### src/sv/slfa_pkg.sv
// Shared types and constants for the serial line assembler with line queue.
`default_nettype none

package slfa_pkg;

    // Default sizes: bytes per line slot and lines held in the queue
    localparam int unsigned LINE_BYTES_DEF  = 64;
    localparam int unsigned QUEUE_LINES_DEF = 16;

    // Control characters
    localparam logic [7:0] CHAR_CR = 8'h0D;
    localparam logic [7:0] CHAR_LF = 8'h0A;

    // Width of the command argument field (covers the largest line size)
    localparam int unsigned ARG_W = 8;

    // Entries in the command queue between front and back
    localparam int unsigned CMD_FIFO_DEPTH = 2;

    typedef enum logic [3:0] {
        ST_CR        = 4'd0,
        ST_STORED    = 4'd1,
        ST_QUEUED    = 4'd2,
        ST_EMPTY_NL  = 4'd3,
        ST_QFULL     = 4'd4,
        ST_TOO_LONG  = 4'd5,
        ST_NULL_LINE = 4'd6,
        ST_CHAR      = 4'd7,
        ST_POP_NONE  = 4'd8,
        ST_POP_FAIL  = 4'd9
    } slfa_status_t;

    typedef enum logic [2:0] {
        CMD_CR        = 3'd0,
        CMD_STORE     = 3'd1,
        CMD_TOO_LONG  = 3'd2,
        CMD_EMPTY_NL  = 3'd3,
        CMD_NULL_LINE = 3'd4,
        CMD_FINISH    = 3'd5,
        CMD_POP       = 3'd6
    } slfa_cmd_kind_t;

    // Classified item: STORE carries position and byte, FINISH the kept
    // length, POP the capacity minus one and a no-capacity flag.
    typedef struct packed {
        slfa_cmd_kind_t   kind;
        logic [7:0]       data;
        logic [ARG_W-1:0] arg;
        logic             nocap;
    } slfa_cmd_t;

endpackage

`default_nettype wire

### src/sv/slfa_cmd_fifo.sv
// Short command queue between the classifying front and the executing back.
`default_nettype none

module slfa_cmd_fifo (
    input  logic               clk,
    input  logic               rst_n,
    input  logic               push_valid,
    output logic               push_ready,
    input  slfa_pkg::slfa_cmd_t push_data,
    output logic               pop_valid,
    input  logic               pop_ready,
    output slfa_pkg::slfa_cmd_t pop_data
);
    import slfa_pkg::*;

    localparam int unsigned DEPTH = CMD_FIFO_DEPTH;
    localparam int unsigned PTR_W = $clog2(DEPTH);
    localparam int unsigned CNT_W = $clog2(DEPTH + 1);

    slfa_cmd_t        entry_reg [DEPTH];
    logic [PTR_W-1:0] wr_ptr_reg, wr_ptr_next;
    logic [PTR_W-1:0] rd_ptr_reg, rd_ptr_next;
    logic [CNT_W-1:0] count_reg, count_next;
    logic             do_push, do_pop;

    assign push_ready = (count_reg < CNT_W'(DEPTH));
    assign pop_valid  = (count_reg != '0);
    assign pop_data   = entry_reg[rd_ptr_reg];
    assign do_push    = push_valid && push_ready;
    assign do_pop     = pop_valid && pop_ready;

    always_comb
    begin
        wr_ptr_next = wr_ptr_reg;
        rd_ptr_next = rd_ptr_reg;
        count_next  = count_reg;
        if (do_push)
        begin
            wr_ptr_next = (wr_ptr_reg == PTR_W'(DEPTH - 1)) ? '0 : wr_ptr_reg + 1'b1;
        end
        if (do_pop)
        begin
            rd_ptr_next = (rd_ptr_reg == PTR_W'(DEPTH - 1)) ? '0 : rd_ptr_reg + 1'b1;
        end
        if (do_push && !do_pop)
        begin
            count_next = count_reg + 1'b1;
        end
        else if (do_pop && !do_push)
        begin
            count_next = count_reg - 1'b1;
        end
    end

    always_ff @(posedge clk or negedge rst_n)
    begin
        if (!rst_n)
        begin
            wr_ptr_reg <= '0;
            rd_ptr_reg <= '0;
            count_reg  <= '0;
        end
        else
        begin
            wr_ptr_reg <= wr_ptr_next;
            rd_ptr_reg <= rd_ptr_next;
            count_reg  <= count_next;
        end
    end

    always_ff @(posedge clk)
    begin
        if (do_push)
        begin
            entry_reg[wr_ptr_reg] <= push_data;
        end
    end

endmodule

`default_nettype wire

### config.mk
export PLATFORM = sky130hd
export DESIGN_NAME = slfa_cmd_fifo
export DESIGN_NICKNAME = d
export VERILOG_FILES = /design/src/sv/slfa_pkg.sv /design/src/sv/slfa_cmd_fifo.sv
export SDC_FILE = /design/constraint.sdc
export NUM_CORES = 1
export LEC_CHECK = 0
export BUFFER_PORTS_ARGS = -buffer_cell sky130_fd_sc_hd__buf_2
export CAP_MARGIN = 15
export CORE_AREA = 2 2 79 81
export CTS_CLUSTER_DIAMETER = 50
export CTS_CLUSTER_SIZE = 40
export DETAILED_ROUTE_END_ITERATION = 7
export DIE_AREA = 0 0 81 83
export SLEW_MARGIN = 0
export SYNTH_ARGS = -nofsm -noshare
export SYNTH_HDL_FRONTEND = slang
export SYNTH_SLANG_ARGS = --single-unit
### constraint.sdc
create_clock -name clk -period 2.3 [get_ports clk]
set_input_delay 0.23 -clock clk [delete_from_list [all_inputs] [get_ports clk]]
set_output_delay 0.23 -clock clk [all_outputs]
set_load 0.005 [all_outputs]
# Word-level counts from Yosys, hierarchy flattened
# Memory sizes are Yosys's and may differ from the RTL's.
# Cells that the tools add are included.
dict set report classes {
  add_sub_neg 4
  n_lt_le_gt_ge 1
  mux 6
  reduce_logical 8
}
# operator n
set ops {}
lappend ops {{$logic_and 1x1->1} 4}
lappend ops {{$mux 1} 4}
lappend ops {{$mux 2} 2}
lappend ops {{$reduce_bool 2->1} 2}
lappend ops {{$add 1x1->1 const B} 2}
lappend ops {{$add 2x1->2 const B} 1}
lappend ops {{$logic_not 1->1} 2}
lappend ops {{$lt 2x2->1 const B} 1}
lappend ops {{$sub 2x1->2 const B} 1}
dict set report totals {
  ff_bits 4
  ramBits 40
  input_bits 24
  output_inout_bits 22
  word_cells 23
  n_memories 1
}
# memory words word_bits read_ports rd_ports_with_merged_regs write_ports line_no
set memory_table {}
lappend memory_table {entry_reg 2 20 1 0 1 slfa_cmd_fifo.sv:20} ;# slfa_cmd_t entry_reg [DEPTH];

# Longest topological paths before layout
dict set report logic_depth {
  ltp_word 6
  ltp_mapped 6
}

# Worst setup path before layout
# No wires, ideal clock.
dict set report synth_timing {
  kind {register to register}
  from {reg count_reg[1]}
  to {mem entry_reg[0][0] (netlist bit) (enable)}
  setup_time_ps 399
  arrival_ps 1566
  required_ps 1901
  path_slack_ps 335
  path_stages_with_launch 3
  path_buffers 0
  period_less_slack_ps 1965
  path_cell_list {dfrtp_1 -> and2b_1 -> nor2b_1}
}
dict set report synth_between {
  elab_chain_cells 4
}
# item line_no
set synth_rtl {}
lappend synth_rtl {{start, declared} slfa_cmd_fifo.sv:23} ;# logic [CNT_W-1:0] count_reg, count_next;
lappend synth_rtl {{start signal, assigned} slfa_cmd_fifo.sv:67} ;# count_reg <= count_next;
lappend synth_rtl {{$lt 2x2->1} slfa_cmd_fifo.sv:26} ;# assign push_ready = (count_reg < CNT_W'(DEPTH));
lappend synth_rtl {{$logic_and 1x1->1} slfa_cmd_fifo.sv:29} ;# assign do_push = push_valid && push_ready;
lappend synth_rtl {{via do_push} slfa_cmd_fifo.sv:24} ;# logic do_push, do_pop;
lappend synth_rtl {{$mux 1} slfa_cmd_fifo.sv:73} ;# if (do_push)
lappend synth_rtl {{$mux 1 (implied by the code)} slfa_cmd_fifo.sv:75} ;# entry_reg[wr_ptr_reg] <= push_data;
lappend synth_rtl {{end, declared} slfa_cmd_fifo.sv:20}
# The timed path passes the listed nets, and every way through them passes these cells.

==> results.ini <==
[finish]
largest_reg_flops = 40
drive_gt1_frac = 0.590
area_delta_synth_final_pct = 24.4
nets = 159
final_cell_mix = buf_2 (45), edfxtp_1 (40), mux2_4 (19)
fin_cells = 209
final_common_cell = buf_2
num_antenna_cells = 0

[placed_design]
place_hpwl_um = 2070
dp_slack_ps = 870
placed_cells = 201
portBuffers = 45
place_congestion = 0.731

[pwr]
p_switching_uw = 646
power.total_mw = 2.38
leakagePower_nw = 0.866
power-per-cell-area_nw_per_um2 = 1110
switching_share = 0.272
power_frac_comb = 0.346
p_int_mw = 1.73
power_frac_clock = 0.183
max-vdd-ir-drop_mv = 0.373
seqPwrFrac = 0.470

[timing]
hold_viol_final = 0
fin_setup_tns_ps = 0
holdWs_ps = 130
period_share = 0.700
tightest_slew_ps = 276
min_period_ps = 1610
clock_skew_ps = 4.63
rsz0062_at_grt = false
setup_violations = 0
clock.fmax_mhz = 621
slew_headroom = 0.816
slew_violations = 0
setup_ws_ps = 689

[worst_setup_path]
critPathLaunchType = flip-flop
cp-end-kind = primary output
critPathRequiredTime_ps = 2070
r2r_cells = 3
r2r-start = count_reg[1]
r2r-end = entry_reg[1][11]
worst-setup-path-type = flip-flop to primary output
cp_data_arrival_time_ps = 1380
r2r_setup_slack_ps = 880
crit_fanout = 13

[global_route]
grt_pass1_wl_um = 4240
antenna_found_initial = 0
grt_max_degree = 21
grt_overflow_total = 0
grt_pass1_vias = 919
grt_usage = 0.0875

[logic_synthesis]
syn_area_um2 = 1720
synth-simple-area-share = 0.0254
syn_nets = 104
synth-seq-cells = 44
ys_warn_count = 0
yosysSeqAreaShare = 0.755
synth_cells = 79
synth_top_family_by_area = multiplexers
muxShareOfSynthArea = 0.172
synth_cell_types = 15
synth_compound_area_frac = 0
synthXorXnorAreaFrac = 0.0254
synthAdderAreaFrac = 0.00726
avgSynthCellArea_um2 = 21.8

[floorplanning]
initial_core_util = 0.296
rows = 28
die_area_um2 = 6720
coreArea_um2 = 5820
io_pins = 46
die_h_um = 83
die_w_um = 81

[route]
postRouteAntennaNets = 0
drt_first_pass_iters = 3
vias = 862
wl_um = 2780
drc = 0
viasPerCell = 4.12
initialDrtViolationCount = 44
avgRoutedWirePerCell_um = 13.3

[clock_network]
clock_sinks = 44
cts_buffers = 5
h-tree-depth = 2
cts-root-buf = clkbuf_8
clk_latency_ps = 290
holdBufCountCts = 1
clkTransAtPathRegs_ps = 80
post_cts_buffers = 0
cts_max_path_buffers = 2
cts_tree = yes
cts_resized = 0

[hold_path]
worst_hold_startpoint = push_data[4]
hold_path.class = input port to flip-flop
min_path_cells = 1
hold_end = entry_reg[1][4]

[flow_run]
timing.max_cap.violations = 0

[run_status]
status = finished, final reports clean

power by group through the flow:
stage / combinational (mW) / clock, mW / sequential [mW]
2_1_floorplan: 0.574 / 0 / 1.13
3_3_place_gp: 0.823 / 0 / 1.13
3_5_place_dp: 0.837 / 0 / 1.14
4_1_cts: 0.844 / 0.463 / 1.12
5_1_grt: 0.898 / 0.496 / 1.13
6_report: 0.823 / 0.436 / 1.12
how the worst max path moves through the flow:
stage	cells past startpoint	startpoint	slack (ps)	to
2_1_floorplan	2	count_reg[1]	340	entry_reg[0][0]
3_3_place_gp	3	count_reg[1]	930	entry_reg[0][12]
3_5_place_dp	3	count_reg[1]	870	entry_reg[1][12]
4_1_cts	3	rd_ptr_reg	650	pop_data[10]
5_1_grt	3	rd_ptr_reg	610	pop_data[10]
6_report	3	rd_ptr_reg	690	pop_data[10]
Yosys cell counts:
| cell | count | area, um^2 |
|---|---|---|
| edfxtp_1 | 40 | 1200 |
| mux2_4 | 19 | 285 |
| dfrtp_1 | 4 | 100 |
| xnor2_1 | 3 | 26.3 |
| buf_6 | 2 | 22.5 |
| xor2_1 | 2 | 17.5 |
| and2_1 | 1 | 6.26 |
| and2b_1 | 1 | 7.51 |
| ha_1 | 1 | 12.5 |
| inv_1 | 1 | 3.75 |
| mux2_2 | 1 | 11.3 |
| nand2_4 | 1 | 11.3 |
| nor2_1 | 1 | 3.75 |
| nor2b_1 | 1 | 6.26 |
| or2_4 | 1 | 8.76 |
per-layer routing:
layer	share of wire	wire length, um	global-route usage	vias to the layer above
met5	0	0	0	-
met4	0.014	40	0.0324	0
met3	0.088	244	0.0359	5
met2	0.48	1330	0.138	36
met1	0.42	1170	0.106	413
li1	-	-	-	408
final cells by class:
type,instances,area [um^2]
inverter,1,3.75
multi-input combinational,32,399
tap,75,93.8
timing repair buffer,50,265
clock buffer,5,68.8
clock inverter,2,12.5
fill,560,3670
sequential,44,1300
worst max-delay path: stages (launching register included):
cell and delay [ps]:
dfrtp_1 350, buf_4 260, mux2_2 370, buf_2 120
cell families after synthesis:
family	after synthesis
muxes	20
buffers and inverters	3
and+or+nand+nor	6
adders and majority gates	1
DFF	44
xor gates and xnor gates	5
per-stage QoR:
step / util / area (um^2)
floorplan: - / 1720
global placement: 0.353 / 2050
detailed placement: 0.353 / 2050
CTS: 0.369 / 2140
global route: 0.369 / 2140
finish: 0.369 / 2140
Note: power is estimated with default switching activity, not from simulation.
