File: src/sv/slfa_pkg.sv
// Shared types and constants for the serial line assembler with line queue.
`default_nettype none

package slfa_pkg;

    // Default sizes: bytes per line slot and lines held in the queue
    localparam int unsigned LINE_BYTES_DEF  = 64;
    localparam int unsigned QUEUE_LINES_DEF = 16;

    // Control characters
    localparam logic [7:0] CHAR_CR = 8'h0D;
    localparam logic [7:0] CHAR_LF = 8'h0A;

    // Width of the command argument field (covers the largest line size)
    localparam int unsigned ARG_W = 8;

    // Entries in the command queue between front and back
    localparam int unsigned CMD_FIFO_DEPTH = 2;

    typedef enum logic [3:0] {
        ST_CR        = 4'd0,
        ST_STORED    = 4'd1,
        ST_QUEUED    = 4'd2,
        ST_EMPTY_NL  = 4'd3,
        ST_QFULL     = 4'd4,
        ST_TOO_LONG  = 4'd5,
        ST_NULL_LINE = 4'd6,
        ST_CHAR      = 4'd7,
        ST_POP_NONE  = 4'd8,
        ST_POP_FAIL  = 4'd9
    } slfa_status_t;

    typedef enum logic [2:0] {
        CMD_CR        = 3'd0,
        CMD_STORE     = 3'd1,
        CMD_TOO_LONG  = 3'd2,
        CMD_EMPTY_NL  = 3'd3,
        CMD_NULL_LINE = 3'd4,
        CMD_FINISH    = 3'd5,
        CMD_POP       = 3'd6
    } slfa_cmd_kind_t;

    // Classified item: STORE carries position and byte, FINISH the kept
    // length, POP the capacity minus one and a no-capacity flag.
    typedef struct packed {
        slfa_cmd_kind_t   kind;
        logic [7:0]       data;
        logic [ARG_W-1:0] arg;
        logic             nocap;
    } slfa_cmd_t;

endpackage

`default_nettype wire

File: src/sv/slfa_in_if.sv
// Input channel: received byte or pop request with valid/ready handshake.
`default_nettype none

interface slfa_in_if;
    logic       valid;
    logic       ready;
    logic       mode;
    logic [7:0] rx_byte;
    logic [6:0] out_capacity;

    modport source (output valid, output mode, output rx_byte, output out_capacity,
                    input ready);
    modport sink   (input valid, input mode, input rx_byte, input out_capacity,
                    output ready);
endinterface

`default_nettype wire

File: src/sv/slfa_front.sv
// Front: accept items, track the line being built and classify each item.
`default_nettype none

module slfa_front #(
    parameter int unsigned LINE_BYTES = slfa_pkg::LINE_BYTES_DEF
) (
    input  logic                clk,
    input  logic                rst_n,
    slfa_in_if.sink             req,
    output logic                push_valid,
    input  logic                push_ready,
    output slfa_pkg::slfa_cmd_t push_cmd
);
    import slfa_pkg::*;

    localparam int unsigned POS_W = $clog2(LINE_BYTES);
    localparam int unsigned CAP_W = ($clog2(LINE_BYTES + 1) > 7) ?
                                    $clog2(LINE_BYTES + 1) : 7;

    logic [POS_W-1:0] pos_reg, pos_next;
    logic [POS_W-1:0] vlen_reg, vlen_next;   // length up to the first zero byte
    logic             zseen_reg, zseen_next;
    logic             accept;
    logic [CAP_W-1:0] cap_ext, cap_clamp, cap_m1;

    assign req.ready  = push_ready;
    assign push_valid = req.valid;
    assign accept     = req.valid && push_ready;

    assign cap_ext   = CAP_W'(req.out_capacity);
    assign cap_clamp = (cap_ext > CAP_W'(LINE_BYTES)) ? CAP_W'(LINE_BYTES) : cap_ext;
    assign cap_m1    = cap_clamp - 1'b1;

    always_comb
    begin
        pos_next       = pos_reg;
        vlen_next      = vlen_reg;
        zseen_next     = zseen_reg;
        push_cmd.kind  = CMD_CR;
        push_cmd.data  = req.rx_byte;
        push_cmd.arg   = '0;
        push_cmd.nocap = (req.out_capacity == '0);
        if (req.mode)
        begin
            push_cmd.kind = CMD_POP;
            push_cmd.arg  = ARG_W'(POS_W'(cap_m1));
        end
        else if (req.rx_byte == CHAR_CR)
        begin
            push_cmd.kind = CMD_CR;
        end
        else if (req.rx_byte == CHAR_LF)
        begin
            if (pos_reg == '0)
            begin
                push_cmd.kind = CMD_EMPTY_NL;
            end
            else if (vlen_reg == '0)
            begin
                push_cmd.kind = CMD_NULL_LINE;
            end
            else
            begin
                push_cmd.kind = CMD_FINISH;
                push_cmd.arg  = ARG_W'(vlen_reg);
            end
            pos_next   = '0;
            vlen_next  = '0;
            zseen_next = 1'b0;
        end
        else if (pos_reg < POS_W'(LINE_BYTES - 1))
        begin
            push_cmd.kind = CMD_STORE;
            push_cmd.arg  = ARG_W'(pos_reg);
            pos_next      = pos_reg + 1'b1;
            if (!zseen_reg)
            begin
                if (req.rx_byte == 8'h00)
                begin
                    zseen_next = 1'b1;
                end
                else
                begin
                    vlen_next = vlen_reg + 1'b1;
                end
            end
        end
        else
        begin
            // Line overruns its slot: drop it and start over
            push_cmd.kind = CMD_TOO_LONG;
            pos_next      = '0;
            vlen_next     = '0;
            zseen_next    = 1'b0;
        end
    end

    always_ff @(posedge clk or negedge rst_n)
    begin
        if (!rst_n)
        begin
            pos_reg   <= '0;
            vlen_reg  <= '0;
            zseen_reg <= 1'b0;
        end
        else if (accept)
        begin
            pos_reg   <= pos_next;
            vlen_reg  <= vlen_next;
            zseen_reg <= zseen_next;
        end
    end

endmodule

`default_nettype wire

File: src/flat_wrapper.sv
// flat-port wrapper written by rule: the top's interface ports become plain ports
module slfa_front_flat import slfa_pkg::*;
#(
    parameter int unsigned LINE_BYTES = slfa_pkg::LINE_BYTES_DEF
)
  (clk, rst_n, push_valid, push_ready, push_cmd, req_valid, req_mode, req_rx_byte, req_out_capacity, req_ready);
  slfa_in_if req_i ();
  input  logic clk;
  input  logic rst_n;
  output logic push_valid;
  input  logic push_ready;
  output slfa_pkg::slfa_cmd_t push_cmd;
  input wire logic [$bits(req_i.valid)-1:0] req_valid;
  input wire logic [$bits(req_i.mode)-1:0] req_mode;
  input wire logic [$bits(req_i.rx_byte)-1:0] req_rx_byte;
  input wire logic [$bits(req_i.out_capacity)-1:0] req_out_capacity;
  output wire logic [$bits(req_i.ready)-1:0] req_ready;
  assign req_i.valid = req_valid;
  assign req_i.mode = req_mode;
  assign req_i.rx_byte = req_rx_byte;
  assign req_i.out_capacity = req_out_capacity;
  assign req_ready = req_i.ready;
  slfa_front #(.LINE_BYTES(LINE_BYTES)) u_core (.clk(clk), .rst_n(rst_n), .req(req_i), .push_valid(push_valid), .push_ready(push_ready), .push_cmd(push_cmd));
endmodule
File: config.mk
export PLATFORM = sky130hd
export DESIGN_NAME = slfa_front_flat
export DESIGN_NICKNAME = d
export VERILOG_FILES = /design/src/sv/slfa_pkg.sv /design/src/sv/slfa_in_if.sv /design/src/sv/slfa_front.sv /design/src/flat_wrapper.sv
export SDC_FILE = /design/constraint.sdc
export NUM_CORES = 1
export LEC_CHECK = 0
export BUFFER_PORTS_ARGS = -buffer_cell sky130_fd_sc_hd__buf_2
export CAP_MARGIN = 40
export CORE_MARGIN = 2
export CORE_UTILIZATION = 50
export DETAILED_ROUTE_END_ITERATION = 12
export HOLD_SLACK_MARGIN = 0.06
export PLACE_DENSITY = 0.8
export SYNTH_ARGS = -nofsm -noshare
export SYNTH_HDL_FRONTEND = slang
export SYNTH_SLANG_ARGS = --single-unit
File: constraint.sdc
create_clock -name clk -period 2.81 [get_ports clk]
set_clock_uncertainty 0.1 [all_clocks]
set_input_delay 0.281 -clock clk [delete_from_list [all_inputs] [get_ports clk]]
set_output_delay 0.281 -clock clk [all_outputs]
set_load 0.05 [all_outputs]
After elaboration in Yosys (flattened, before gate mapping)

Index checks and enable logic that the tools add are counted.

Equal/unequal tests: 4
Reduce and logical (&&, ||, !) cells: 7
Magnitude comparators: 2
$add $sub $neg: 3
Bitwise logic cells: 2
Muxes and demuxes: 23

Operators by type and width:

| operator            | count |
|---|---|
| $mux 6              | 9 |
| $mux 8              | 4 |
| $eq 8x4->1 const B  | 2 |
| $add 6x1->6 const B | 2 |
| $logic_not 6->1     | 2 |
| $mux 3              | 4 |
| $logic_not 8->1     | 1 |
| $gt 7x7->1 const B  | 1 |
| $logic_not 7->1     | 1 |
| $lt 6x6->1 const B  | 1 |
| $sub 6x1->6 const B | 1 |
| $mux 1              | 5 |
| $reduce_and 5->1    | 1 |
| $ne 3x2->1 const B  | 1 |
| $ne 3x3->1 const B  | 1 |
| $reduce_and 3->1    | 1 |
| $mux 2              | 1 |
| $not 1->1           | 2 |
| $logic_and 1x1->1   | 1 |

Register bits: 13
Word-level logic and storage cells: 44
Bits of input ports: 20
Output and inout port bits: 22

Depth between registers and ports, before layout

Gate-level depths: netlist of the first run.

Depth in word-level cells: 6
Depth in mapped cells: 7
Gate-level depth less buffers: 7

Least setup slack after synthesis of the first run

No wires, ideal clock.

Kind: reg2out
Start point: register u_core.pos_reg[0]
End point: output push_cmd[4] (netlist bit)
Slack: -0.319 ns
Arrival time: 2.748 ns
Path buffers: 1
Stages on the path, launching flop included: 8
Data required time: 2.429 ns
Cell sequence: dfrtp_1 ha_1 and3_1 and3_1 clkbuf_1 nor2_1 a22oi_1 o21ai_0

RTL lines:

| element                  | RTL line           | text |
|---|---|---|
| start: declaration       | slfa_front.sv:20   | `logic [POS_W-1:0] pos_reg, pos_next;` |
| start signal: assignment | slfa_front.sv:108  | `pos_reg <= pos_next;` |
| end: declaration         | flat_wrapper.sv:12 | `output slfa_pkg::slfa_cmd_t push_cmd;` |

==> results of run 1 <==
## worst paths after layout
path                            slack, ps                           from                              to  cells after the start
worst min register to register        490   u_core.zseen_reg$_DFFE_PN0P_    u_core.zseen_reg$_DFFE_PN0P_                      2
worst min-delay path                  300                          rst_n   u_core.pos_reg[5]$_DFFE_PN0P_                      2
min in group clk                      300                 req_rx_byte[1]    u_core.zseen_reg$_DFFE_PN0P_                      4
max in group asynchronous            2080                          rst_n  u_core.vlen_reg[3]$_DFFE_PN0P_                      2
worst max-delay path                  110  u_core.pos_reg[0]$_DFFE_PN0P_                     push_cmd[2]                      7
worst max register to register        630  u_core.pos_reg[0]$_DFFE_PN0P_  u_core.vlen_reg[5]$_DFFE_PN0P_                      7
## worst register-to-register path: stages, from the launching register on
cell and delay [ps]:
dfrtp_1 440, ha_1 240, and3_1 230, and3_2 280, a211oi_1 80, buf_4 170, nor4b_1 340, a2bb2oi_1 220
## report_power, final
group          internal (uW)  switching, uW  leakage [uW]  total (uW)
Sequential               237           83.4      0.000171         320
Combinational            123            226      0.000464         349
Clock                   55.2           64.2     0.0000150         119
Total                    415            374      0.000650         789
## cell type report
class | instances | area (um2)
Inverter | 6 | 22.52
Fill cell | 194 | 807.0
Multi-Input combinational cell | 119 | 788.3
Timing Repair Buffer | 45 | 250.2
Clock buffer | 4 | 26.28
Sequential cell | 13 | 325.3
Tap cell | 28 | 35.03
## per-stage QoR
step	instance area [um2]	power, uW
3_5_place_dp	1403	662.6
6_report	1448	788.8
2_1_floorplan	1236	565.2
3_3_place_gp	1403	654.9
5_1_grt	1448	843.4
4_1_cts	1439	784.4
## repair_timing
action                                  in CTS  in global routing
resized for setup                            0                  4
endpoints found under the setup margin       0                  3
endpoints found under the hold margin       13                  0
hold buffers                                 1                  0
## Yosys cell counts (2+ instances only)
master	count	area [um2]
dfrtp_1	13	325.3
a2bb2oi_1	3	26.28
a22oi_1	4	30.03
nand2_1	16	60.06
o21ai_0	21	105.1
or2_2	2	12.51
nor4_1	2	12.51
a21oi_1	3	15.01
nand3_1	8	40.04
a31o_2	2	17.52
inv_1	6	22.52
and3_1	3	18.77
clkbuf_1	3	11.26
and3_2	2	15.01
xnor2_1	2	17.52
nand4_1	3	18.77
nand2b_1	3	18.77
nor3_1	8	40.04
buf_4	12	90.09
nor2_1	7	26.28
o31ai_1	3	22.52
ha_1	5	62.56
## layer usage
| metal | vias up | part of all wire (%) | global-route usage, % |
|---|---|---|---|
| li1 | 629 | - | - |
| met1 | 603 | 44 | 31.40 |
| met2 | 58 | 48 | 42.59 |
| met3 | 8 | 5.5 | 2.542 |
| met4 | 0 | 2.6 | 12.82 |
| met5 | - | 0 | 0 |
## logic make-up after synthesis
logic type / synth area share [%]
buffers and inverters: 10.20
AOI/OAI and AO/OA: 26.78
other: 0.3087
xor gates and xnor gates: 2.163
DFF: 26.78
and+or+nand+nor: 28.63
adders and majority gates: 5.149
==> run summary, run 1 <==
Post-synth EDFFs: 0
commonest non-fill, non-tap cells in the layout: buf_2, o21ai_0, nand2_1
number of setup buffers added after CTS: 0
CP Data Required Time: 2430 ps
FP Rows: 17
Primary FF master, synth: dfrtp_1
fraction of layout cells with a size suffix above 1: 33.69%
average wire per standard cell: 14.89 um
Buffers on Ports: 39
slowest cell on the critical path: dfrtp_1
vias in the first global route: 1171
crit path DAT: 2320 ps
CTS tree: yes
max-slew violations: 0
DIE AREA: 0.002840 mm2
clock sink count: 13
GRT overflow: 0
number of remaining DRC errors: 0
ant diodes: 0
Total Routing Usage GR: 25.21%
Post-DRT Antenna Nets: 0
post-synthesis sequential area ratio: 26.78%
Die H: 53.30 um
Syn-to-layout area delta: 19.16%
Fmax achieved: 370.4 MHz
Post-synth ARST share: 100.0%
top cell family by delay on the critical path: simple AND/OR/NAND/NOR gates
Slew Limit Headroom: 66.19%
RSZ-0062 raised after global routing: no
Syn Std Cell Area: 0.001215 mm2
I/O Pins: 42
setup slack after layout: 110.4 ps
Mapped Cells: 152
crit path kind: flip-flop to output port
Min-Delay Path Class: input pin to asynchronous set/reset pin
Ys Warns: 0
largest net degree at the start of global routing: 14
worst-path maximum fanout: 6
final hold vios: 0
Critical path buffers and inverters: 1
Max Cap Viol: 0
fin crit share: 96.07%
H-tree depth: 1
pin slew with the least headroom to its limit: 507.1 ps
commonest non-fill, non-tap cell in the layout: buf_2
core box area: 0.002255 mm2
Startpoint Class: flip-flop
worst-case clock buffer depth: 2
overall via count from detail_route: 1298
first-pass GRT wire length: 5140 um
clock transition at the registers of the reported paths: 80 ps
vias per inst: 6.037
P per Cell Area: 544.9 mW/mm2
CTS root buf: clkbuf_4
routed wire length: 3202 um
setup_tns: 0 ps
Placer Congestion: 0.9168
CP cell instances: ha_1, and3_1, and3_2, a311oi_1, nand2_1, o211ai_1, buf_2
leakage power: 0.0006496 uW
crit end category: output port
initial antenna violation count: 0
Seq cells post-synth: 13
final core occ: 64.21%
final setup fails: 0
Synth cell types: 43
drt pass-1 iters: 4
Final HPWL DP: 2515 um
CP max stage delay: 450 ps
dpl ws: 443.3 ps
Syn Area/Cell: 7.993 um2
Max IR drop VDD: 0.3351 mV
Die Wd: 53.30 um
Starting Density: 53.88%
DR iter-0 viols: 81
status: finished clean
Non-Filler Instances: 215
Hold WS: 302.0 ps
clock latency at the later pin of the worst-skew pair: 280 ps
Final Net Count: 213
Period minus WS final: 2700 ps
CTS buffer count: 3
placed cell count: 210
Power figures use the tool's default switching activity.
==> inputs of run 2 (changes only) <==
--- a/config.mk
+++ b/config.mk
@@ -7,7 +7,6 @@
 export LEC_CHECK = 0
 export BUFFER_PORTS_ARGS = -buffer_cell sky130_fd_sc_hd__buf_2
 export CAP_MARGIN = 40
-export CORE_MARGIN = 2
 export CORE_UTILIZATION = 50
 export DETAILED_ROUTE_END_ITERATION = 12
 export HOLD_SLACK_MARGIN = 0.06
==> constraint.sdc (replaced) <==
create_clock -name clk -period 2.81 [get_ports clk]
set_clock_uncertainty 0.1 [all_clocks]
set_input_delay 0.281 -clock clk [delete_from_list [all_inputs] [get_ports clk]]
set_output_delay 0.281 -clock clk [all_outputs]
set_load 0.1 [all_outputs]
==> run 2 against run 1 <==
Against the previous run: flip-flop and latch count stayed put; wire length is 10% higher; sequential share of layout area is 2.3 points lower; largest power group unchanged; core utilization increased by 7.4 points; final area grew 12%; final cell count grew 0.47%; highest routed layer unchanged; sequential power hardly changed.
==> run summary, run 2 (synthesized netlist as in run 1, its figures left out) <==
core box area: 0.002255 mm2 (unchanged)
Die H: 51.30 um (-3.8%)
design area: 0.001615 mm2 (+12%)
vias per inst: 6.370 (+5.5%)
Critical path buffers and inverters: 1 (unchanged)
DR iter-0 viols: 95 (+17%)
Post-DRT Antenna Nets: 0 (unchanged)
area occupied by multi-input gates: 844.6 um2 (+7.1%)
number of setup buffers added after CTS: 0 (unchanged)
Startpoint Class: flip-flop
crit path DAT: 2330 ps (about the same)
first-pass GRT wire length: 6023 um (+17%)
fraction of layout cells with a size suffix above 1: 37.23% (+3.5 points)
final setup fails: 0 (unchanged)
commonest non-fill, non-tap cells in the layout: buf_2, o21ai_0, nand2_1
FF/Latch Area: 325.3 um2 (unchanged)
Internal: 467.2 uW (+13%)
CTS root buf: clkbuf_4
switching power: 495.6 uW (+32%)
clock sink count: 13 (unchanged)
worst-path maximum fanout: 6 (unchanged)
CP max stage delay: 450 ps (about the same)
Syn-to-layout area delta: 32.96%
Period minus WS final: 2708 ps (+8.271 ps)
vias in the first global route: 1345 (+15%)
drt pass-1 iters: 4 (unchanged)
slowest cell on the critical path: dfrtp_1
Layout fillers: 150 (-23%)
CP cell instances: ha_1, and3_1, and3_2, a311oi_2, nand2_1, o211ai_1, buf_12
top cell family by delay on the critical path: simple AND/OR/NAND/NOR gates
sw frac: 51.48% (+4.1 points)
P per Cell Area: 596.0 mW/mm2 (+9.4%)
Power, Total: 962.7 uW (+22%)
CP Data Required Time: 2430 ps (about the same)
I/O Pins: 42 (unchanged)
CTS buffer count: 3 (unchanged)
number of remaining DRC errors: 0 (unchanged)
Reg power frac: 33.1% (-7.5 points)
Fmax achieved: 369.3 MHz (-0.31%)
status: finished clean
Final Net Count: 214 (+0.47%)
Clk network pwr share: 12.0% (-3.1 points)
crit end category: output port
Total Routing Usage GR: 30.51% (+5.3 points)
Die Wd: 51.30 um (-3.8%)
Starting Density: 53.88% (unchanged)
GRT overflow: 0 (unchanged)
H-tree depth: 1 (unchanged)
fin crit share: 96.36% (+0.29 points)
final hold vios: 0 (unchanged)
average wire per standard cell: 16.36 um (+9.9%)
largest net degree at the start of global routing: 14 (unchanged)
leakage power: 0.0007036 uW (+8.3%)
CTS tree: yes
ant diodes: 0 (unchanged)
crit path kind: flip-flop to output port
routed wire length: 3534 um (+10%)
combinational share of power: 54.9% (+11 points)
pin slew with the least headroom to its limit: 494.7 ps (-12.41 ps)
max-slew violations: 0 (unchanged)
DIE AREA: 0.002631 mm2 (-7.4%)
FP Rows: 17 (unchanged)
final core occ: 71.64% (+7.4 points)
worst-case clock buffer depth: 2 (unchanged)
initial antenna violation count: 0 (unchanged)
clock latency at the later pin of the worst-skew pair: 280 ps (about the same)
Buffers on Ports: 39 (unchanged)
Min-Delay Path Class: input pin to asynchronous set/reset pin
clock transition at the registers of the reported paths: 80 ps (about the same)
Placer Congestion: 0.9620 (+4.9%)
overall via count from detail_route: 1376 (+6.0%)
RSZ-0062 raised after global routing: no
Slew Limit Headroom: 66.71% (+0.52 points)
Final HPWL DP: 2750 um (+9.4%)
Max Cap Viol: 0 (unchanged)
placed cell areas: 0.001563 mm2 (+11%)
Max IR drop VDD: 0.4190 mV (+25%)
commonest non-fill, non-tap cell in the layout: buf_2
run 2: cell count changes in the layout (fill, tap and decap cells not counted), moves of 2 or more:
cell / previous run / this run
clkbuf_4: 6 / 3
o21ai_1: 2 / 0
buf_2: 36 / 31
buf_12: 0 / 7
o21ai_2: 0 / 2
run 2: worst paths after layout:
path | startpoint | endpoint | slack (ps) | depth (start not counted)
hold / removal | rst_n | u_core.zseen_reg$_DFFE_PN0P_ | 310 | 2
setup / recovery | u_core.pos_reg[0]$_DFFE_PN0P_ | push_cmd[2] | 100 | 7
max in group asynchronous | rst_n | u_core.vlen_reg[1]$_DFFE_PN0P_ | 2070 | 2
setup reg to reg | u_core.pos_reg[0]$_DFFE_PN0P_ | u_core.vlen_reg[5]$_DFFE_PN0P_ | 610 | 7
hold reg to reg | u_core.pos_reg[5]$_DFFE_PN0P_ | u_core.pos_reg[5]$_DFFE_PN0P_ | 490 | 1
min in group clk | req_rx_byte[1] | u_core.zseen_reg$_DFFE_PN0P_ | 360 | 4
run 2: timing repair:
action | 4_1_cts | 5_1_grt
hold buffers | 1 | 0
pin swaps | 0 | 0
hold endpoints to repair | 13 | 0
setup endpoints to repair | 1 | 5
resized for setup | 1 | 4
run 2: metrics by stage:
stage	worst slack [ps]	setup TNS (ps)	instances	hold slack (ps)
floorplan	-175.0	-318.5	153	-114.6
global placement	373.4	0	211	76.79
detailed placement	264.8	0	211	78.81
CTS	66.65	0	216	307.9
global route	10.65	0	216	353.0
finish	102.2	0	216	309.6
run 2: power by group through the flow:
stage,registers (uW),clock network (uW),logic [uW]
final,319,115,529
after global routing,324,124,568
after CTS,314,120,526
after detailed placement,317,0,522
after global placement,310,0,506
after floorplan,292,0,387
run 2: final cells by class:
class / instances / share of cell area, %
well taps: 28 / 2.169
repair buffers: 46 / 22.39
multi-input cells: 119 / 52.29
inverters: 6 / 1.394
flip-flops and latches: 13 / 20.14
clock buffers: 4 / 1.627
run 2: layer usage:
| metal | wire (um) | track usage, % | vias to the layer above | share of wire, % |
|---|---|---|---|---|
| met1 | 1328 | 35.93 | 650 | 38 |
| met5 | 0 | 0 | - | 0 |
| met3 | 297 | 5.357 | 10 | 8.4 |
| met2 | 1858 | 55.26 | 87 | 53 |
| li1 | - | - | 629 | - |
| met4 | 50 | 10.36 | 0 | 1.4 |
